File: src/hdl/glwde_pkg.sv
// Shared types and constants for the grouped low-bit weight dot engine.
package glwde_pkg;

    localparam int LANES_DEF    = 16;
    localparam int ACC_BITS_DEF = 48;
    localparam int WORD_BITS    = 32;
    localparam int CODE_BITS    = 4;
    localparam int CODES_WIDE   = WORD_BITS / 4;   // lanes fed in 4-bit mode
    localparam int DATA_BITS    = 16;
    localparam int DQ_MUL_BITS  = CODE_BITS + 1 + DATA_BITS;
    localparam int DQ_BITS      = DQ_MUL_BITS + 1;
    localparam int PROD_BITS    = DQ_BITS + DATA_BITS;
    localparam int FRAC_BITS    = 12;
    localparam int SUM_BITS     = 32;
    localparam int EXT_BITS     = 64;
    localparam int LANE_BITS    = 4;

    typedef struct packed {
        logic signed [DATA_BITS-1:0] activation;
        logic [WORD_BITS-1:0]        packed_word;
        logic signed [DATA_BITS-1:0] scale;
        logic signed [DATA_BITS-1:0] zero;
        logic                        last_k;
    } t_in_item;

    typedef struct packed {
        logic [LANE_BITS-1:0]       lane;
        logic signed [SUM_BITS-1:0] sum;
        logic                       saturated;
        logic                       last;
    } t_out_item;

    // drain request from the lane array to the merge stage
    typedef struct packed {
        logic                 start;
        logic [LANE_BITS-1:0] last_lane;
    } t_drain_ctl;

endpackage

File: src/hdl/glwde_lane.sv
// One lane: dequantize a code, multiply by the activation, saturating accumulate.
module glwde_lane
    import glwde_pkg::*;
#(
    parameter int ACC_BITS = ACC_BITS_DEF
) (
    input  logic                        i_clk,
    input  logic                        i_rst_n,
    input  logic                        i_en,
    input  logic [CODE_BITS-1:0]        i_code,
    input  logic signed [DATA_BITS-1:0] i_scale,
    input  logic signed [DATA_BITS-1:0] i_zero,
    input  logic signed [DATA_BITS-1:0] i_act,
    input  logic                        i_clr,
    output logic signed [ACC_BITS-1:0]  o_acc
);

    localparam logic signed [ACC_BITS-1:0] ACC_MAX = {1'b0, {(ACC_BITS-1){1'b1}}};
    localparam logic signed [ACC_BITS-1:0] ACC_MIN = {1'b1, {(ACC_BITS-1){1'b0}}};

    logic                        r_v1, r_v2;
    logic signed [DQ_BITS-1:0]   r_w, n_w;
    logic signed [DATA_BITS-1:0] r_a1;
    logic signed [PROD_BITS-1:0] r_p, n_p;
    logic signed [ACC_BITS-1:0]  r_acc, n_acc;
    logic signed [DQ_MUL_BITS-1:0] mul_c;
    logic signed [ACC_BITS:0]    sum_c;

    always_comb begin
        mul_c = DQ_MUL_BITS'(signed'({1'b0, i_code})) * DQ_MUL_BITS'(i_scale);
        n_w   = DQ_BITS'(mul_c) + DQ_BITS'(i_zero);
        n_p   = PROD_BITS'(r_w) * PROD_BITS'(r_a1);
        sum_c = (ACC_BITS+1)'(r_acc) + (ACC_BITS+1)'(r_p);
        if (sum_c[ACC_BITS] != sum_c[ACC_BITS-1]) begin
            n_acc = sum_c[ACC_BITS] ? ACC_MIN : ACC_MAX;
        end else begin
            n_acc = sum_c[ACC_BITS-1:0];
        end
    end

    always_ff @(posedge i_clk) begin
        if (!i_rst_n) begin
            r_v1  <= 1'b0;
            r_v2  <= 1'b0;
            r_acc <= '0;
        end else begin
            r_v1 <= i_en;
            r_v2 <= r_v1;
            priority if (i_clr) begin
                r_acc <= '0;
            end else if (r_v2) begin
                r_acc <= n_acc;
            end else begin
                r_acc <= r_acc;
            end
        end
    end

    always_ff @(posedge i_clk) begin
        r_w  <= n_w;
        r_a1 <= i_act;
        r_p  <= n_p;
    end

    assign o_acc = r_acc;

endmodule

File: config.mk
export PLATFORM = sky130hd
export DESIGN_NAME = glwde_lane
export DESIGN_NICKNAME = d
export VERILOG_FILES = /design/src/hdl/glwde_pkg.sv /design/src/hdl/glwde_lane.sv
export SDC_FILE = /design/constraint.sdc
export NUM_CORES = 1
export LEC_CHECK = 0
export BUFFER_PORTS_ARGS = -buffer_cell sky130_fd_sc_hd__buf_4
export CORE_MARGIN = 2
export CORE_UTILIZATION = 40
export DETAILED_ROUTE_END_ITERATION = 6
export GPL_TIMING_DRIVEN = 1
export PLACE_DENSITY = 0.62
export SYNTH_ARGS = -nofsm -noshare
export SYNTH_HDL_FRONTEND = slang
export SYNTH_SLANG_ARGS = --single-unit
File: constraint.sdc
create_clock -name i_clk -period 7.4 [get_ports i_clk]
set_clock_uncertainty 0.15 [all_clocks]
set_input_delay 1.48 -clock i_clk [delete_from_list [all_inputs] [get_ports i_clk]]
set_output_delay 1.48 -clock i_clk [all_outputs]
set_load 0.05 [all_outputs]
# ---- Word-level counts from Yosys, hierarchy flattened
# Cells that the tools add are included.
dict set report op_classes {
  multipliers 2
  n_mux 2
  n_bitwise 1
  eq_ne 1
  add_sub_neg 2
  n_reduce_logical 1
}
# op n
set ops {}
lappend ops {{$mux W48} 2}
lappend ops {{$add A48 B38 Y49} 1}
lappend ops {{$mul A22 B16 Y38} 1}
lappend ops {{$add A21 B16 Y22} 1}
lappend ops {{$mul A5 B16 Y21} 1}
lappend ops {{$reduce_or A2 Y1} 1}
lappend ops {{$ne A1 B1 Y1} 1}
lappend ops {{$not A1 Y1} 1}
dict set report totals {
  word_cells 15
  reg_bits 126
  in_bits 56
}

# ---- Longest topological paths before layout
# Gate-level depths: netlist of run 1.
dict set report depth {
  depth_word 3
  ltp_mapped 25
}

# ---- Least setup slack after synthesis of run 1
# OpenSTA, ideal clock, no wires.
dict set report synth_path {
  kind {reg-to-reg}
  startpoint {reg r_w[13]}
  endpoint {reg r_p[31]}
  synth_period_minus_slack_ns 6.399
  n_path_buf 1
  t_arrival_ns 6.134
  t_required_ns 7.135
  stages_incl_launch_ff 25
  setup_slack_ns 1.001
  cell_sequence {dfxtp_1 clkbuf_1 nand2_1 fa_1 inv_1 fa_1 inv_1 fa_1 inv_1 fa_1 inv_1 fa_1 inv_1 fa_1 ha_1 and3_1 a221oi_1 o21ai_0 o21ai_0 a21boi_1 o21a_1 o41ai_4 o21ai_1 or4_1 and3_1}
}
dict set report synth_via {
  elab_chain_cells 1
}
# item line_no
set synth_rtl {}
lappend synth_rtl {{start: declaration} glwde_lane.sv:22} ;# logic signed [DQ_BITS-1:0] r_w, n_w;
lappend synth_rtl {{start signal: assignment} glwde_lane.sv:60} ;# r_w <= n_w;
lappend synth_rtl {{$mul A22 B16 Y38} glwde_lane.sv:32} ;# n_p = PROD_BITS'(r_w) * PROD_BITS'(r_a1);
lappend synth_rtl {{via n_p[31]} glwde_lane.sv:24} ;# logic signed [PROD_BITS-1:0] r_p, n_p;
lappend synth_rtl {{end signal: assignment} glwde_lane.sv:62} ;# r_p <= n_p;
lappend synth_rtl {{end: declaration} glwde_lane.sv:24}
# The timed path passes the listed nets, and every way through them passes these cells.
# A chain may end at the register's enable or synchronous reset.

# ---- Final worst setup path of run 1
dict set report layout_path {
  startpoint {reg r_a1[2]}
  endpoint {reg r_p[37]}
}
dict set report layout_via {
  elab_chain_cells 1
}
# item line_no
set layout_rtl {}
lappend layout_rtl {{start: declaration} glwde_lane.sv:23} ;# logic signed [DATA_BITS-1:0] r_a1;
lappend layout_rtl {{start signal: assignment} glwde_lane.sv:61} ;# r_a1 <= i_act;
lappend layout_rtl {{$mul A22 B16 Y38} glwde_lane.sv:32}
lappend layout_rtl {{via n_p[37]} glwde_lane.sv:24}
# The timed path passes the listed nets, and every way through them passes these cells.

==> qor.txt, run 1 <==
Wire per inst: 16.3 um
Slew @ Worst Pin: 909 ps
Critical Path AT: 7160 ps
Cts hold-fix bufs: 0
CP endpoint kind: register
Setup TNS: 0 ps
Leading cell types in the layout, fill and taps excluded: inv_1 (483), fa_1 (397), nand2_1 (291)
Number of diodes: 0
Non-filler instance count after layout: 3245
Yosys warns: 0
Initial antenna violation count: 0
R2R depth: 22
Layout cells sized above 1: 0.0945
Hold Vio Cnt, Final: 0
Required time worst endpoint: 7560 ps
Root Driver: clkbuf_16
Final #Nets: 3173
Slew headroom: 0.393
Setup bufs post-CTS: 0
Commonest non-fill, non-tap cell in the layout: inv_1
Clock sink total: 126
Initial core utilization: 0.406
Register area share after synthesis: 0.115
Largest area contributor in the netlist: fa_1
Global-route wire length before repair: 89100 um
GR Overflow Total: 0
Place WS: 253 ps
Post-DP HPWL: 44500 um
All-Layer GR Usage: 0.195
Worst-skew pair later-pin latency: 460 ps
Finished Core Util: 0.446
Post-Syn Area per Cell: 8.87 um^2
Outcome: completed
Synth-to-Final Area Change: 9.80%
Via count: 16300
Slowest CP cell: fa_1
Inserted Clock Buffers: 17
Most frequent cell on the critical path: fa_1
Port Buffers: 103
Max cap viols: 0
Final period utilization: 0.947
Post-route DRC: 0
Final setup violation count: 0
DRT Wirelength: 52900 um
Mapped Cells: 2473
Critical path, cell by cell: buf_4 -> nand2_1 -> fa_1 -> fa_1 -> fa_1 -> inv_1 -> fa_1 -> fa_1 -> inv_1 -> fa_1 -> inv_1 -> ha_1 -> and4_1 -> a2111oi_0 -> o21ai_0 -> o21ai_0 -> and2_1 -> o22ai_1 -> o41ai_2 -> o21ai_0 -> nor4_1 -> a311oi_1
Syn nets: 3110
Distinct cell type count after synthesis: 69
Number of routed nets with antenna violations: 0
Hold Path Class: reg2reg
Largest net degree at the start of global routing: 53
Placed insts: 3213
Crit Path Class: reg2reg
Mapped cell area: 21900 um^2
Buf+Inv Stages, Crit Path: 4
RSZ-0062 raised after global routing: false
Clock Tree Buf Depth: 2
Die Height: 238 um
Synth top area share: 0.362
#FFs+latches synth: 126
Critical path launch point type: register
Initial DRC Count: 840
Row cnt: 85
Area contributors post-synth: fa_1 (36%), dfxtp_1 (11%), ha_1 (10%)
First-pass iteration count of the detailed router: 5
CTS H-tree lvls: 4
Placer congestion estimate: 0.896
Hold Crit Depth: 1
CTS tree: done
Post-synth EDFFs: 0
Slack of the critical path: 395 ps
Max incr delay on CP: 540 ps
Main flop type after synthesis: dfxtp_1
Tmin final: 7000 ps
Vias in the first global route: 17300
Clock transition at the registers of the reported paths: 70 ps
Peak Freq: 143 MHz
Ys async rst share: 0
Core area: 54000 um^2
Slew Viols, Final: 0
I/O Pins: 104
Largest delay share family, worst path: adder cells
Die X: 238 um
Via-per-instance ratio: 5.04
Levels on crit path: 22
Die area: 56700 um^2
CP max FO: 14
-- layer usage --
layer	GRT usage	wire length, um
met1	0.266	24700
met2	0.328	25100
met3	0.0311	2480
met4	0.0403	603
met5	0	0
-- synthesized netlist by cell type, drive strengths merged (3+ instances only) --
| master | n |
|---|---|
| inv | 483 |
| fa | 397 |
| nand2 | 292 |
| and2 | 198 |
| ha | 184 |
| a21oi | 131 |
| dfxtp | 126 |
| o21ai | 101 |
| nor2 | 78 |
| clkbuf | 76 |
| xnor2 | 71 |
| a21o | 59 |
| nand3 | 25 |
| xor2 | 24 |
| buf | 20 |
| nor3 | 17 |
| nand2b | 16 |
| o21a | 14 |
| and3 | 13 |
| a211oi | 12 |
| nand4 | 11 |
| a31oi | 10 |
| nor2b | 10 |
| o211ai | 10 |
| o21bai | 10 |
| a21boi | 9 |
| or3 | 7 |
| a221oi | 6 |
| nand3b | 5 |
| o31ai | 5 |
| o41ai | 5 |
| nor4 | 4 |
| a2111oi | 3 |
| a221o | 3 |
| a41oi | 3 |
| and4 | 3 |
| maj3 | 3 |
| o2111a | 3 |
-- kinds of logic (layout without fill, tap and decap cells) --
logic type               count (synthesis)  in the layout  synth area share
AND/OR/NAND/NOR                        686            686             0.153
buffers and inverters                  581            657             0.102
flip-flops                             126            126             0.115
multiplexers                             2              2          0.000912
adder cells (fa/ha/maj)                584            584             0.469
XOR/XNOR                                95             95            0.0379
AO/OA/AOI/OAI                          399            399             0.123
-- final cells by class --
class / instances / area (um^2)
tap: 696 / 871
multi-input combinational: 1766 / 17200
clock buffer: 19 / 453
inverter: 485 / 1820
timing repair buffer: 140 / 1050
fill: 5248 / 29900
clock inverter: 13 / 176
sequential: 126 / 2530
-- repair_timing --
action,4_1_cts,5_1_grt
endpoints found under the setup margin,0,2
resized for setup,0,8
hold endpoints to repair,0,0
-- sequential cells by signal (all words and copies together), names as in the netlist --
signal	count
r_a1	16
r_p	38
r_v1	1
r_w	22
r_v2	1
o_acc	48
-- metrics by stage --
step,hold WS [ps],cell area (um^2)
finish,299,24100
detailed placement,284,23500
global route,324,24100
CTS,302,24100
global placement,275,23500
floorplan,262,21900
-- final timing paths --
kind         slack (ps)       to  startpoint
max                 400  r_p[37]     r_a1[2]
min                 300     r_v2        r_v1
max reg2reg         400  r_p[37]     r_a1[2]
min reg2reg         300     r_v2        r_v1
Power of run 1 is left out: the tool's default activity adds up to more than one toggle a clock period on the data nets, which glitch-free logic cannot reach.
==> run 2, diff against run 1 <==
CORE_UTILIZATION = 43   (was 40)
PLACE_DENSITY = 0.65   (was 0.62)
==> qor.txt, run 2 (synthesized netlist as in run 1, its figures left out) <==
Number of routed nets with antenna violations: 0 (unchanged)
CTS tree: done
Final #Nets: 3171 (-0.063%)
Hold Vio Cnt, Final: 0 (unchanged)
# resized after CTS: 0 (unchanged)
R2R depth: 22 (unchanged)
Fillers: 4830 (-8.0%)
All-Layer GR Usage: 0.209 (+0.0140)
Worst-skew pair later-pin latency: 460 ps (about the same)
Slew @ Worst Pin: 936 ps (+27.2 ps)
Cts hold-fix bufs: 0 (unchanged)
Die Height: 230 um (-3.5%)
Root Driver: clkbuf_16
I/O Pins: 104 (unchanged)
Vias in the first global route: 17600 (+1.4%)
Setup bufs post-CTS: 0 (unchanged)
DRT Wirelength: 53200 um (+0.53%)
Row cnt: 82 (-3.5%)
Outcome: completed
Finished Core Util: 0.478 (+0.0316)
Hold Path Origin: r_v1
Layout cells sized above 1: 0.0923 (-0.00228)
Worst reg2reg startpoint: r_w[19]
First-pass iteration count of the detailed router: 6 (+1)
RSZ-0062 raised after global routing: false
Die X: 230 um (-3.5%)
GR Overflow Total: 0 (unchanged)
Core area: 50300 um^2 (-6.9%)
Max cap viols: 0 (unchanged)
Initial DRC Count: 955 (+14%)
Critical path launch point type: register
RR Endpoint: r_p[37]
Clock Tree Buf Depth: 2 (unchanged)
Final setup violation count: 0 (unchanged)
Die area: 52800 um^2 (-6.9%)
Slew Viols, Final: 0 (unchanged)
Commonest non-fill, non-tap cell in the layout: inv_1
R2R setup slack: 410 ps (+20 ps)
FF+latch area: 2530 um^2 (about the same)
CP endpoint kind: register
Slew headroom: 0.375 (-0.0181)
Final Hold Slack: 287 ps (-11.1 ps)
Via-per-instance ratio: 5.14 (+2.1%)
Setup TNS: 0 ps (unchanged)
Wire per inst: 16.5 um (+1.3%)
Initial core utilization: 0.436 (+0.0303)
Hold Path Sink: r_v2
Clock transition at the registers of the reported paths: 60 ps (about the same)
Place WS: 290 ps (+37.2 ps)
CP max FO: 16 (+2)
CTS H-tree lvls: 4 (unchanged)
Largest register FFs: 48 (unchanged)
Multi-input gate area in the final layout: 17200 um^2 (unchanged)
Hold Path Class: reg2reg
Number of diodes: 0 (unchanged)
Clock sink total: 126 (unchanged)
Via count: 16600 (+1.3%)
Critical Path AT: 7200 ps (+40 ps)
Synth-to-Final Area Change: 9.42%
Tmin final: 6990 ps (-16.3 ps)
Final period utilization: 0.944 (-0.00220)
Leading cell types in the layout, fill and taps excluded: inv_1 (483), fa_1 (397), nand2_1 (291)
Required time worst endpoint: 7610 ps (+50 ps)
Initial antenna violation count: 0 (unchanged)
Peak Freq: 143 MHz (+0.23%)
Inserted Clock Buffers: 17 (unchanged)
Post-DP HPWL: 44000 um (-1.0%)
Slack of the critical path: 411 ps (+16.3 ps)
Post-route DRC: 0 (unchanged)
Hold Crit Depth: 1 (unchanged)
Crit Path Class: reg2reg
Port Buffers: 103 (unchanged)
Placer congestion estimate: 0.913 (+1.9%)
Largest net degree at the start of global routing: 53 (unchanged)
Global-route wire length before repair: 88900 um (-0.24%)
-- run 2: cell types whose count changed in the layout (fill, tap and decap cells not counted), moves of 2 or more --
cell	before	now
buf_4	140	138
clkbuf_1	0	2
clkinv_2	0	2
dfxtp_1	118	120
dfxtp_2	8	6
inv_6	5	3
-- run 2: layout make-up --
type | count | area share
Clock buffer | 21 | 0.0192
Inverter | 485 | 0.0758
Sequential cell | 126 | 0.105
Multi-Input combinational cell | 1766 | 0.716
Timing Repair Buffer | 138 | 0.0432
Clock inverter | 11 | 0.00547
Tap cell | 672 | 0.0350
-- run 2: layer usage --
| metal | global-route usage | share of wire | wire length, um |
|---|---|---|---|
| met1 | 0.282 | 0.45 | 23800 |
| met2 | 0.348 | 0.47 | 25100 |
| met3 | 0.0353 | 0.064 | 3380 |
| met4 | 0.0544 | 0.018 | 964 |
| met5 | 0 | 0 | 0 |
-- run 2: worst max path at each step --
stage             from  endpoint  slack (ps)  cells past startpoint
2_1_floorplan  r_w[13]   r_p[31]        1000                     24
3_3_place_gp   r_a1[3]   r_p[37]         430                     23
3_5_place_dp   r_a1[3]   r_p[37]         290                     23
4_1_cts        r_a1[3]   r_p[37]         230                     23
5_1_grt        r_w[19]   r_p[37]         0.7                     22
6_report       r_w[19]   r_p[37]         410                     22
-- run 2: worst max-delay path, stage by stage, from the launching register on --
cell,delay (ps)
dfxtp_1,850
nand2_1,180
fa_1,560
inv_1,60
fa_1,530
inv_1,50
fa_1,500
inv_1,60
fa_1,560
fa_1,510
inv_1,40
fa_1,470
inv_1,40
ha_1,350
nand3_1,90
nor2_1,290
nand4bb_1,280
and2_1,270
o22ai_1,230
o41ai_2,140
o21ai_0,330
nor4_1,80
a311oi_1,260
-- run 2: metrics by stage --
step,area (um^2),std cells
3_3_place_gp,23400,3187
2_1_floorplan,21900,2473
5_1_grt,24000,3219
6_report,24000,3219
3_5_place_dp,23400,3187
4_1_cts,24000,3219
Power of run 2 is left out for the same reason.
