[src/hdl/glwde_pkg.sv]
// Shared types and constants for the grouped low-bit weight dot engine.
package glwde_pkg;

    localparam int LANES_DEF    = 16;
    localparam int ACC_BITS_DEF = 48;
    localparam int WORD_BITS    = 32;
    localparam int CODE_BITS    = 4;
    localparam int CODES_WIDE   = WORD_BITS / 4;   // lanes fed in 4-bit mode
    localparam int DATA_BITS    = 16;
    localparam int DQ_MUL_BITS  = CODE_BITS + 1 + DATA_BITS;
    localparam int DQ_BITS      = DQ_MUL_BITS + 1;
    localparam int PROD_BITS    = DQ_BITS + DATA_BITS;
    localparam int FRAC_BITS    = 12;
    localparam int SUM_BITS     = 32;
    localparam int EXT_BITS     = 64;
    localparam int LANE_BITS    = 4;

    typedef struct packed {
        logic signed [DATA_BITS-1:0] activation;
        logic [WORD_BITS-1:0]        packed_word;
        logic signed [DATA_BITS-1:0] scale;
        logic signed [DATA_BITS-1:0] zero;
        logic                        last_k;
    } t_in_item;

    typedef struct packed {
        logic [LANE_BITS-1:0]       lane;
        logic signed [SUM_BITS-1:0] sum;
        logic                       saturated;
        logic                       last;
    } t_out_item;

    // drain request from the lane array to the merge stage
    typedef struct packed {
        logic                 start;
        logic [LANE_BITS-1:0] last_lane;
    } t_drain_ctl;

endpackage

[src/hdl/glwde_merge.sv]
// Merge stage: walks the lane sums in order, rounds, saturates and holds the output.
module glwde_merge
    import glwde_pkg::*;
#(
    parameter int LANES    = LANES_DEF,
    parameter int ACC_BITS = ACC_BITS_DEF
) (
    input  logic                              i_clk,
    input  logic                              i_rst_n,
    input  t_drain_ctl                        i_ctl,
    input  logic [LANES-1:0][ACC_BITS-1:0]    i_acc,
    output logic                              o_done,
    output logic                              o_out_valid,
    input  logic                              i_out_stall,
    output t_out_item                         o_out_item
);

    localparam int IW = $clog2(LANES);
    localparam int RW = ACC_BITS - FRAC_BITS + 1;

    logic                  r_drain, n_drain;
    logic [IW-1:0]         r_idx, n_idx;
    logic [LANE_BITS-1:0]  r_last_lane, n_last_lane;
    logic                  r_ov, n_ov;
    t_out_item             r_out, n_out;

    logic                       ld;
    logic                       is_last;
    logic signed [ACC_BITS-1:0] acc_sel;
    logic signed [RW-1:0]       rnd;
    logic signed [EXT_BITS-1:0] wide;
    logic                       sat_hi, sat_lo;

    always_comb begin
        acc_sel = i_acc[r_idx];
        // round half up: floor(acc / 4096) plus the half bit
        rnd  = RW'(acc_sel >>> FRAC_BITS) + RW'(signed'({1'b0, acc_sel[FRAC_BITS-1]}));
        wide = EXT_BITS'(rnd);
        sat_hi = !wide[EXT_BITS-1] && (|wide[EXT_BITS-2:SUM_BITS-1]);
        sat_lo = wide[EXT_BITS-1] && !(&wide[EXT_BITS-2:SUM_BITS-1]);
        is_last = (LANE_BITS'(r_idx) == r_last_lane);
        ld      = r_drain && (!r_ov || !i_out_stall);

        n_drain     = r_drain;
        n_idx       = r_idx;
        n_last_lane = r_last_lane;
        n_ov        = r_ov;
        n_out       = r_out;

        if (i_ctl.start) begin
            n_drain     = 1'b1;
            n_idx       = '0;
            n_last_lane = i_ctl.last_lane;
        end
        if (ld) begin
            n_ov            = 1'b1;
            n_out.lane      = LANE_BITS'(r_idx);
            n_out.saturated = sat_hi || sat_lo;
            n_out.last      = is_last;
            priority if (sat_hi) begin
                n_out.sum = {1'b0, {(SUM_BITS-1){1'b1}}};
            end else if (sat_lo) begin
                n_out.sum = {1'b1, {(SUM_BITS-1){1'b0}}};
            end else begin
                n_out.sum = wide[SUM_BITS-1:0];
            end
            if (is_last) begin
                n_drain = 1'b0;
            end else begin
                n_idx = r_idx + 1'b1;
            end
        end else if (!i_out_stall) begin
            n_ov = 1'b0;
        end
    end

    always_ff @(posedge i_clk) begin
        if (!i_rst_n) begin
            r_drain     <= 1'b0;
            r_idx       <= '0;
            r_last_lane <= '0;
            r_ov        <= 1'b0;
        end else begin
            r_drain     <= n_drain;
            r_idx       <= n_idx;
            r_last_lane <= n_last_lane;
            r_ov        <= n_ov;
        end
    end

    always_ff @(posedge i_clk) begin
        r_out <= n_out;
    end

    assign o_done      = ld && is_last;
    assign o_out_valid = r_ov;
    assign o_out_item  = r_out;

endmodule

[config.mk]
export PLATFORM = sky130hd
export DESIGN_NAME = glwde_merge
export DESIGN_NICKNAME = d
export VERILOG_FILES = /design/src/hdl/glwde_pkg.sv /design/src/hdl/glwde_merge.sv
export SDC_FILE = /design/constraint.sdc
export NUM_CORES = 1
export LEC_CHECK = 0
export ABC_AREA = 0
export BUFFER_PORTS_ARGS = -buffer_cell sky130_fd_sc_hd__buf_4
export CORE_AREA = 3 3 316 318
export DETAILED_ROUTE_END_ITERATION = 8
export DIE_AREA = 0 0 319 321
export PLACE_DENSITY = 0.32
export SYNTH_ARGS = -nofsm -noshare
export SYNTH_HDL_FRONTEND = slang
export SYNTH_SLANG_ARGS = --single-unit
[constraint.sdc]
create_clock -name i_clk -period 4.92 [get_ports i_clk]
set_input_delay 0.984 -clock i_clk [delete_from_list [all_inputs] [get_ports i_clk]]
set_output_delay 0.984 -clock i_clk [all_outputs]
set_load 0.005 [all_outputs]
# Word level (Yosys, flattened, before mapping)
# Cells that the tools add are included.
dict set report totals {
  wordCells 36
  input_bits 776
  reg_bits 48
}
dict set report op_classes {
  n_lt_le_gt_ge 1
  n_eq_ne 2
  mux 11
  n_reduce_logical 12
  n_addsub 2
}
# operator count
set ops {}
lappend ops {{48-bit binary-select mux with 4-bit select} 1}
lappend ops {{48-bit two-way mux} 1}
lappend ops {{36-bit by 2-bit adder with 37-bit output} 1}
lappend ops {{32-bit two-way mux} 1}
lappend ops {{4-bit two-way mux} 3}
lappend ops {{6-bit AND reduction} 1}
lappend ops {{6-bit OR reduction} 1}
lappend ops {{4-bit by 5-bit < comparator with 1-bit output (second input constant)} 1}
lappend ops {{1-bit two-way mux} 5}
lappend ops {{4-bit by 1-bit adder with 4-bit output (second input constant)} 1}
lappend ops {{4-bit == test} 1}
lappend ops {{1-bit logical AND} 4}
lappend ops {{1-bit zero test} 4}
lappend ops {{1-bit logical OR} 2}
lappend ops {{2-bit by 1-bit != test with 1-bit output (second input constant)} 1}

# Logic depth before layout (Yosys ltp)
# Gate-level depths: netlist of run 1.
dict set report logic_depth {
  ltp_word 7
  ltp_mapped 23
}

# Worst setup path after synthesis of run 1
# Ideal clock, no wire load.
dict set report synth_path {
  path_type {reg-to-reg}
  start {reg r_idx[0]}
  end {reg r_out, in the netlist o_out_item[28], data pin}
  required_time_ns 4.652
  path_stages_with_launch 23
  t_arrival_ns 4.910
  setup_slack_ns -0.257
  synth_period_minus_slack_ns 5.177
  setup_time_ns 0.268
  n_path_buf 9
  path_cell_list {dfxtp_1 buf_6 buf_12 buf_12 buf_12 buf_6 buf_6 buf_2 clkbuf_1 mux4_2 mux4_2 ha_1 ha_1 inv_1 a21oi_1 and4b_1 nand4_1 nor4_1 xor2_1 nand2_1 o31ai_4 buf_2 o21ai_0}
}
dict set report synth_between {
  elab_chain_len 7
  word_cells_on_any_way 10
  classes_between {add/sub: 1; mux: 3; reduce/logical: 6}
}
# element line_no
set synth_rtl {}
lappend synth_rtl {{from (decl)} glwde_merge.sv:22} ;# logic [IW-1:0] r_idx, n_idx;
lappend synth_rtl {{from (signal assigned)} glwde_merge.sv:85} ;# r_idx <= n_idx;
lappend synth_rtl {{48-bit binary-select mux with 4-bit select (*)} glwde_merge.sv:35} ;# acc_sel = i_acc[r_idx];
lappend synth_rtl {{48-bit two-way mux (implied by the code) (*)} glwde_merge.sv:35}
lappend synth_rtl {{36-bit by 2-bit adder with 37-bit output (*)} glwde_merge.sv:37} ;# rnd = RW'(acc_sel >>> FRAC_BITS) + RW'(signed'({1'b0, acc_sel[FRAC_BITS-1]}));
lappend synth_rtl {{6-bit AND reduction} glwde_merge.sv:40} ;# sat_lo = wide[EXT_BITS-1] && !(&wide[EXT_BITS-2:SUM_BITS-1]);
lappend synth_rtl {{1-bit zero test} glwde_merge.sv:40}
lappend synth_rtl {{1-bit logical AND} glwde_merge.sv:40}
lappend synth_rtl {{32-bit two-way mux} glwde_merge.sv:62} ;# end else if (sat_lo) begin
lappend synth_rtl {{to (signal assigned)} glwde_merge.sv:92} ;# r_out <= n_out;
lappend synth_rtl {{to (decl)} glwde_merge.sv:25} ;# t_out_item r_out, n_out;
# Every way passes the cells marked *; elsewhere a longest branch is shown, timed or not. The select of a mux whose other input is x is not followed.
# A chain may end at the register's enable or synchronous reset.

# Final worst setup path of run 1
dict set report layout_path {
  start {in i_acc[205] (netlist name)}
  end {reg r_out, in the netlist o_out_item[24], data pin}
}
dict set report layout_between {
  elab_chain_len 7
  word_cells_on_any_way 10
  classes_between {add/sub: 1; mux: 3; reduce/logical: 6}
}
# element line_no
set layout_rtl {}
lappend layout_rtl {{from (decl)} glwde_merge.sv:11} ;# input logic [LANES-1:0][ACC_BITS-1:0] i_acc,
lappend layout_rtl {{48-bit binary-select mux with 4-bit select (*)} glwde_merge.sv:35}
lappend layout_rtl {{48-bit two-way mux (implied by the code) (*)} glwde_merge.sv:35}
lappend layout_rtl {{36-bit by 2-bit adder with 37-bit output (*)} glwde_merge.sv:37}
lappend layout_rtl {{6-bit AND reduction} glwde_merge.sv:40}
lappend layout_rtl {{1-bit zero test} glwde_merge.sv:40}
lappend layout_rtl {{1-bit logical AND} glwde_merge.sv:40}
lappend layout_rtl {{32-bit two-way mux} glwde_merge.sv:62}
# Marked as above.

==> results of run 1 <==
## repair_timing
action	4_1_cts	5_1_grt
endpoints found under the setup margin	0	18
endpoints found under the hold margin	0	0
resized for setup	0	4
buffers inserted	0	1
## state kept, by name, summed over array words and instances (netlist names)
signal       cells
o_out_item      38
o_out_valid      1
r_drain          1
r_idx            4
r_last_lane      4
## final timing paths
check / cells after the start / slack [ps] / end / from
worst max-delay path: 15 / 270 / o_out_item[24]$_SDFFCE_PP1P_ / i_acc[205]
worst min-delay path: 2 / 520 / o_out_valid$_SDFFE_PN0P_ / r_drain$_SDFF_PN0_
worst max register to register: 15 / 270 / o_out_item[24]$_SDFFCE_PP1P_ / r_idx[1]$_SDFF_PN0_
worst min register to register: 2 / 520 / o_out_valid$_SDFFE_PN0P_ / r_drain$_SDFF_PN0_
## power by group
group	total, uW	switching [uW]	internal [uW]
registers	496	15.7	481
logic	1090	478	615
clock network	465	171	294
total	2050	665	1390
## area by class of cell
class                           count  area share, %
Antenna cell                       11          0.194
Clock buffer                        5          0.881
Clock inverter                      3          0.485
Inverter                            9          0.238
Multi-Input combinational cell    532           40.2
Sequential cell                    48           9.53
Tap cell                         1276           11.2
Timing Repair Buffer              689           37.2
## cell families (layout without fill, tap and decap cells)
kind of cell | count (synthesis) | in the layout | share of synthesized area, %
buffers and inverters | 72 | 706 | 6.63
and+or+nand+nor | 146 | 146 | 10.6
other | 0 | 11 | 0
adders and majority gates | 3 | 3 | 0.501
muxes | 193 | 193 | 45.1
xor gates and xnor gates | 35 | 35 | 4.09
DFF | 48 | 48 | 17.9
AOI/OAI and AO/OA | 155 | 155 | 15.2
## stage by stage
step	total power (uW)	setup slack (ps)	cells	instance area [um2]
CTS	2110	167	2561	14100
global route	2180	7.83	2566	14200
detailed placement	1620	113	2553	13900
finish	2050	265	2573	14200
floorplan	970	66.7	652	7500
global placement	1620	102	2553	13900
## per-layer routing
metal	part of all wire (%)	up-vias	wire length (um)
li1	-	4022	-
met1	44	4354	29900
met2	46	449	31100
met3	7.6	57	5150
met4	1.4	20	943
met5	0.20	-	138
## critical path, stage by stage
cell and delay [ps]:
buf_4 120, nor2b_1 120, a2111oi_0 1290, o31ai_1 190
ha_1 270, inv_1 70, a21oi_1 100, and4b_1 250
nand4_1 90, nor4_1 80, xor2_1 230, nand2_1 200
o31ai_4 270, buf_4 240, o21ai_1 180
## cells in the final DEF, fill, tap and decap left out, types with 4 or more instances in the layout
cell type,n
a22o_1,5
nor4_1,7
dfxtp_1,6
mux4_2,109
o21ai_1,12
xor2_1,14
a221oi_1,30
o2bb2ai_1,4
diode_2,11
buf_4,679
buf_12,7
xnor2_1,21
nor2_1,23
and2_1,5
nand3_1,9
inv_1,7
clkbuf_16,5
a22oi_1,30
nand2b_1,4
edfxtp_1,38
a221o_1,4
mux2i_1,78
nand2_1,38
mux4_1,5
nor3_1,8
nor2b_1,9
nor3b_1,4
a21oi_1,16
o21ai_0,28
nand4_1,10
==> flow_summary.yaml, run 1 <==
yosys:
  yosysMostFrequentCell: "mux4_2"
  async_reset_ff_share_pct: 0
  ys_warn_count: 0
  synth_area_leader_cell: "mux4_2"
  syn_inst: 652
  netlist_area_um2: 7490
  yosys-top-cells-count: "mux4_2, mux2i_1, edfxtp_1, nand2_1"
  synth-edff-count: 38
  seq_area_frac_synth_pct: 17.9
  ys_ff_latch: 48
  synthFlopType: "edfxtp_1"
  synth_nets: 1431
  synthTopCellsByArea: "mux4_2, edfxtp_1, mux2i_1, a221oi_1, a22oi_1"
  synth_top_area_share_pct: 32.8
  syn_area_per_cell_um2: 11.5
  ys_types: 67
cts:
  numCtsBuffers: 5
  cts_tree: "yes"
  cts_sinks: 48
  htreeDepth: 2
  clkLatencyLatePin_ps: 300
  clock_path_buffers: 2
  cts-root-buf: "clkbuf_16"
  ctsHoldBuffers: 0
  clk_pin_slew_ps: 70
global_route:
  grt.busiest_layer: "met2"
  grt-ovfl-total: 0
  met2_usage_pct: 20.5
  grt_pass1_vias: 9868
  use_met3_pct: 3.83
  grt.met1_usage_pct: 16.3
  antenna_found_initial: 35
  grt_use_total_pct: 12.5
  grt_max_degree: 58
  grt_pass1_wl_um: 87400
sta:
  worst_pin_slew_ps: 1550
  fmax_ghz: 0.215
  rsz0062_at_grt: "false"
  maxSlewViolCount: 3
  hold_viol: 0
  finalCriticalPeriod_ps: 4650
  period_share_pct: 94.6
  tns_ps: 0
  clock_skew_ps: 6.36
  relSlewSlack_pct: -5.91
  holdWs_ps: 522
  setup_viol: 0
final_layout:
  final-seq-area_um2: 1350
  nFillCells: 11000
  drive_gt1_share_pct: 65.0
  fin_nets: 2064
  multi_input_area_um2: 5710
  syn_to_final_growth_pct: 89.5
  post-route-util_pct: 14.7
die:
  dieArea_um2: 102000
  ios: 816
  rows: 114
  coreArea_um2: 96900
  die_width_um: 319
  fp.dieH_um: 321
  initial_core_util_pct: 7.74
worst_setup_path:
  crit_type: "in -> reg"
  required_ps: 4940
  critPathLaunchType: "primary input"
  end_kind: "flip-flop"
  crit_arrival_ps: 4670
  cp_max_fo: 17
place:
  dp_hpwl_um: 59400
  portBuffers: 639
  place.gp.congestion: 0.802
min_path:
  holdCritPathClass: "reg -> reg"
route:
  routed_via_density: 3.46
  dr.first_iter.drc_count: 364
  wirelength_um: 67300
  drc: 0
  num_vias: 8902
  wire_per_inst_um: 26.2
  dr.pass1.iters: 4
  ant_nets: 0
outcome:
  status: "complete, but fails checks"
  violations: "capacitance limit, slew limit"
job:
  max-cap-violations: 1
power_and_ir_drop:
  leakage_uw: 0.00539
  powerDensity_nw_per_um2: 145
  peakVddDrop_mv: 0.116
No activity file was read; power rests on OpenSTA's default activity.
==> run 2, diff against run 1 <==
--- a/config.mk
+++ b/config.mk
@@ -10,6 +10,7 @@
 export CORE_AREA = 3 3 316 318
 export DETAILED_ROUTE_END_ITERATION = 8
 export DIE_AREA = 0 0 319 321
+export GPL_TIMING_DRIVEN = 0
 export PLACE_DENSITY = 0.32
 export SYNTH_ARGS = -nofsm -noshare
 export SYNTH_HDL_FRONTEND = slang
==> run 2 against run 1 <==
  * The flow now finishes without violations
  * Core utilization up 0.62 points
  * Wire length grew 14%
  * Count of clock-buffer cells in the layout is 2 higher
  * Critical endpoint is now o_out_item[25]$_SDFFCE_PP1P_
  * Total power grew 2.2%
  * Sequential cell count did not move
  * Highest routed layer unchanged
  * Via count up 4.9%
  * Largest cell class unchanged
  * Non-clock buffer count is 44 higher
==> flow_summary.yaml, run 2 (same netlist as run 1, synthesis figures left out) <==
sta:
  worst_pin_slew_ps: 935
  rsz0062_at_grt: "false"
  finalCriticalPeriod_ps: 4770
  maxSlewViolCount: 0
  period_share_pct: 97.0
  clock_skew_ps: 5.37
  tns_ps: 0
  hold_viol: 0
  relSlewSlack_pct: 37.6
  fmax_ghz: 0.210
  setup_viol: 0
route:
  wirelength_um: 76800
  routed_via_density: 3.57
  drc: 0
  num_vias: 9335
  dr.pass1.iters: 5
  dr.first_iter.drc_count: 586
  ant_nets: 0
  wire_per_inst_um: 29.3
final_layout:
  fin_nets: 2108
  layout_commonest_cell: "buf_4"
  syn_to_final_growth_pct: 97.4
  largest_reg_flops: 38
  final_cell_mix: "buf_4, mux4_2, mux2i_1"
  drive_gt1_share_pct: 66.9
  post-route-util_pct: 15.3
  stdcell_area_um2: 14800
place:
  portBuffers: 638
  place.gp.congestion: 0.790
  dp_hpwl_um: 66900
  placed_cell_area_um2: 13900
die:
  die_width_um: 319
  fp.dieH_um: 321
  coreArea_um2: 96900
  initial_core_util_pct: 7.74
  dieArea_um2: 102000
  rows: 114
  ios: 816
cts:
  clock_path_buffers: 2
  htreeDepth: 2
  cts_tree: "yes"
  cts-root-buf: "clkbuf_16"
  clk_pin_slew_ps: 70
  numCtsBuffers: 5
  ctsHoldBuffers: 0
  cts_sinks: 48
  clkLatencyLatePin_ps: 300
worst_setup_path:
  r2r_start: "r_idx[2]$_SDFF_PN0_"
  cp-startpoint: "r_idx[2]$_SDFF_PN0_"
  critPathLaunchType: "flip-flop"
  crit_type: "reg -> reg"
  end_kind: "flip-flop"
  cp_max_fo: 10
  required_ps: 4960
  crit_arrival_ps: 4820
power_and_ir_drop:
  peakVddDrop_mv: 0.104
  powerDensity_nw_per_um2: 142
  leakage_uw: 0.00564
  p_total_uw: 2100
global_route:
  antenna_found_initial: 43
  grt_use_total_pct: 14.3
  grt_pass1_vias: 10400
  grt-ovfl-total: 0
  grt_max_degree: 27
  grt_pass1_wl_um: 98400
min_path:
  min_from: "r_idx[1]$_SDFF_PN0_"
  holdCritPathClass: "reg -> reg"
outcome:
  status: "finished, final reports clean"
job:
  max-cap-violations: 0
==> run 2: cell count changes in the layout (fill, tap and decap cells not counted), moves of 6 or more <==
cell	delta
buf_2	+7
clkbuf_1	+7
buf_4	-8
clkbuf_4	+10
buf_6	+8
buf_12	+6
==> run 2: cell type report <==
| cell class | instances | area [um2] |
|---|---|---|
| Clock buffer | 7 | 143 |
| Multi-Input combinational cell | 532 | 5870 |
| Sequential cell | 48 | 1350 |
| Fill cell | 10900 | 82100 |
| Inverter | 9 | 37.5 |
| Clock inverter | 1 | 8.76 |
| Antenna cell | 11 | 27.5 |
| Tap cell | 1276 | 1600 |
| Timing Repair Buffer | 675 | 5160 |
| Buffer | 58 | 608 |
==> run 2: routing by layer <==
metal / up-vias / GRT usage, % / part of all wire [%]
li1: 4112 / - / -
met1: 4620 / 18.0 / 42
met2: 510 / 24.1 / 47
met3: 65 / 4.78 / 9.0
met4: 28 / 2.53 / 1.4
met5: - / 0 / 0.24
==> run 2: final timing paths <==
| check | end | slack [ps] | depth (start not counted) |
|---|---|---|---|
| min | o_out_item[35]$_DFFE_PP_ | 510 | 0 |
| max | o_out_item[25]$_SDFFCE_PP1P_ | 150 | 14 |
| max reg2reg | o_out_item[25]$_SDFFCE_PP1P_ | 150 | 14 |
| min reg2reg | o_out_item[35]$_DFFE_PP_ | 510 | 0 |
==> run 2: power by group <==
part / leakage, uW / switching (uW) / internal (uW)
registers: 0.000436 / 15.0 / 481
logic: 0.00513 / 550 / 676
clock network: 0.0000742 / 173 / 204
==> run 2: critical path, cell delays in order, from the launching register on <==
cell and delay, ps:
dfxtp_1 590, nor2_1 320, clkbuf_1 440, a221oi_1 360
o21ai_0 230, a22oi_2 540, nand4b_1 220, buf_4 240
nor4_1 400, xnor2_1 220, nand3_2 190, o31ai_4 300
buf_4 170, buf_6 160, o21ai_1 110
==> run 2: stage by stage <==
stage	std cells	setup WS (ps)	hold slack (ps)
final	2617	147	511
after global routing	2609	7.48	530
after CTS	2605	1.93	526
after detailed placement	2567	-2790	506
after global placement	2566	-2780	485
after floorplan	652	66.7	406
==> run 2: repair_timing <==
item | in CTS | in global routing
buffers inserted | 33 | 3
gates cloned | 0 | 0
pin swaps | 6 | 3
endpoints found under the setup margin | 34 | 31
resized for setup | 92 | 23
==> run 3, diff against run 2 <==
--- a/config.mk
+++ b/config.mk
@@ -7,11 +7,11 @@
 export LEC_CHECK = 0
 export ABC_AREA = 0
 export BUFFER_PORTS_ARGS = -buffer_cell sky130_fd_sc_hd__buf_4
-export CORE_AREA = 3 3 316 318
+export CORE_AREA = 3 3 312 314
 export DETAILED_ROUTE_END_ITERATION = 8
-export DIE_AREA = 0 0 319 321
+export DIE_AREA = 0 0 315 317
 export GPL_TIMING_DRIVEN = 0
-export PLACE_DENSITY = 0.32
+export PLACE_DENSITY = 0.31
 export SYNTH_ARGS = -nofsm -noshare
 export SYNTH_HDL_FRONTEND = slang
 export SYNTH_SLANG_ARGS = --single-unit
==> constraint.sdc (replaced) <==
create_clock -name i_clk -period 5.9 [get_ports i_clk]
set_input_delay 1.18 -clock i_clk [delete_from_list [all_inputs] [get_ports i_clk]]
set_output_delay 1.18 -clock i_clk [all_outputs]
set_load 0.005 [all_outputs]
==> run 3 against run 2 <==
  * Maximum frequency down 15%
  * Wire length down 9.0%
  * Core utilization down 0.30 points
  * Count of clock-buffer cells in the layout down 1
  * Cell area down 4.0%
  * Critical path type unchanged
  * Clock power down 23%
  * Clock skew up 0.95 ps
==> flow_summary.yaml, run 3 (same netlist as run 1, synthesis figures left out) <==
sta:
  hold_viol: 0
  relSlewSlack_pct: 20.1
  setup_viol: 0
  period_share_pct: 95.4
  clock_skew_ps: 6.32
  rsz0062_at_grt: "false"
  fmax_ghz: 0.178
  worst_pin_slew_ps: 1200
  maxSlewViolCount: 0
  tns_ps: 0
  finalCriticalPeriod_ps: 5630
  holdWs_ps: 534
worst_setup_path:
  r2r_start: "r_idx[1]$_SDFF_PN0_"
  end_kind: "flip-flop"
  cp_cell_sequence: "buf_4 -> buf_4 -> buf_4 -> buf_4 -> buf_8 -> clkbuf_4 -> mux4_2 -> mux4_2 -> ha_2 -> ha_1 -> inv_1 -> a21oi_2 -> nand4_4 -> or4b_1 -> or3_1 -> a211oi_2 -> a21oi_1 -> buf_4 -> buf_6 -> a21oi_1"
  required_ps: 6010
  critPathLaunchType: "flip-flop"
  cp_slowest_cell: "or4b_1"
  cp_common_cell: "buf_4"
  crit_type: "reg -> reg"
  critPathMaxStageDelay_ps: 560
  ff2ff_path_depth: 20
  crit_arrival_ps: 5740
  cp_max_fo: 19
  reg2reg_to: "o_out_item[21]$_SDFFCE_PP1P_"
  r2r_slack_ps: 270
cts:
  cts_tree: "yes"
  clk_pin_slew_ps: 70
  cts-root-buf: "clkbuf_16"
  htreeDepth: 2
  numCtsBuffers: 5
  cts_sinks: 48
  clkLatencyLatePin_ps: 300
  ctsHoldBuffers: 0
  clock_path_buffers: 2
job:
  max-cap-violations: 0
min_path:
  min_from: "r_drain$_SDFF_PN0_"
  holdCritPathClass: "reg -> reg"
  min_to: "o_out_valid$_SDFFE_PN0P_"
  hold_depth: 2
route:
  dr.first_iter.drc_count: 387
  drc: 0
  num_vias: 9036
  wire_per_inst_um: 27.1
  ant_nets: 0
  wirelength_um: 69800
  routed_via_density: 3.51
  dr.pass1.iters: 4
final_layout:
  stdcell_area_um2: 14200
  layout_commonest_cell: "buf_4"
  drive_gt1_share_pct: 63.9
  fin_nets: 2079
  largest_reg_flops: 38
  syn_to_final_growth_pct: 89.5
  nFillCells: 10800
  final_cell_mix: "buf_4, mux4_2, mux2i_1"
die:
  ios: 816
  initial_core_util_pct: 7.90
  dieArea_um2: 99900
  rows: 113
  fp.dieH_um: 317
  die_width_um: 315
  coreArea_um2: 94900
global_route:
  grt_pass1_vias: 9949
  grt.busiest_layer: "met2"
  use_met3_pct: 4.33
  grt_max_degree: 25
  grt_use_total_pct: 13.2
  antenna_found_initial: 26
  grt_pass1_wl_um: 88600
  grt.met1_usage_pct: 16.2
  met2_usage_pct: 23.0
  grt-ovfl-total: 0
power_and_ir_drop:
  leakage_uw: 0.00538
  powerDensity_nw_per_um2: 116
  peakVddDrop_mv: 0.0898
place:
  placed_cell_area_um2: 13900
  portBuffers: 638
  place.gp.congestion: 0.803
  dp_hpwl_um: 62600
outcome:
  status: "finished, final reports clean"
==> run 3: repair_timing <==
| item | 4_1_cts | 5_1_grt |
|---|---|---|
| setup endpoints to repair | 33 | 26 |
| resized for setup | 24 | 14 |
| pin swaps | 1 | 1 |
| setup buffers | 3 | 0 |
| endpoints found under the hold margin | 0 | 0 |
==> run 3: metal layers <==
layer  wire, um  up-vias
met4        995       22
met3       5920       62
li1           -     4050
met5        142        -
met2      34100      477
met1      28700     4425
==> run 3: critical path, delay by kind of cell (launching register included) <==
| family | cells | cell delay, ps |
|---|---|---|
| adders and majority gates | 2 | 450 |
| AOI/OAI and AO/OA | 4 | 880 |
| buffers and inverters | 9 | 1930 |
| muxes | 2 | 490 |
| DFF | 1 | 440 |
| and+or+nand+nor | 3 | 1150 |
==> run 3: worst max-delay path by stage <==
stage                                   start                           end  depth (start not counted)
after detailed placement  r_idx[1]$_SDFF_PN0_  o_out_item[28]$_SDFFCE_PP1P_                         20
after global routing      r_idx[2]$_SDFF_PN0_  o_out_item[15]$_SDFFCE_PP1P_                         14
after CTS                 r_idx[0]$_SDFF_PN0_  o_out_item[31]$_SDFFCE_PP1P_                         21
final                     r_idx[1]$_SDFF_PN0_  o_out_item[21]$_SDFFCE_PP1P_                         20
after global placement    r_idx[1]$_SDFF_PN0_  o_out_item[28]$_SDFFCE_PP1P_                         20
after floorplan           r_idx[0]$_SDFF_PN0_  o_out_item[28]$_SDFFCE_PP1P_                         22
==> run 3: area by class of cell <==
cell class / instances / area, um2 / area share [%]
Multi-Input combinational cell: 532 / 5730 / 40.4
Inverter: 9 / 33.8 / 0.238
Antenna cell: 7 / 17.5 / 0.123
Clock buffer: 6 / 129 / 0.907
Buffer: 61 / 495 / 3.49
Tap cell: 1265 / 1580 / 11.1
Timing Repair Buffer: 643 / 4860 / 34.2
Clock inverter: 2 / 11.3 / 0.0793
Sequential cell: 48 / 1340 / 9.45
==> run 3: through the flow <==
stage / setup slack, ps / utilization (%) / instances / total power [uW]
floorplan: 723 / - / 652 / 808
global placement: -1410 / 14.6 / 2555 / 1370
detailed placement: -1470 / 14.7 / 2557 / 1380
CTS: 25.1 / 14.9 / 2566 / 1700
global route: 24.0 / 15.0 / 2568 / 1760
finish: 271 / 15.0 / 2573 / 1650
==> run 3: power breakdown <==
group          internal, uW  switching, uW  leakage [uW]
sequential              402           11.5      0.000435
combinational           529            419       0.00488
clock                   156            134     0.0000646
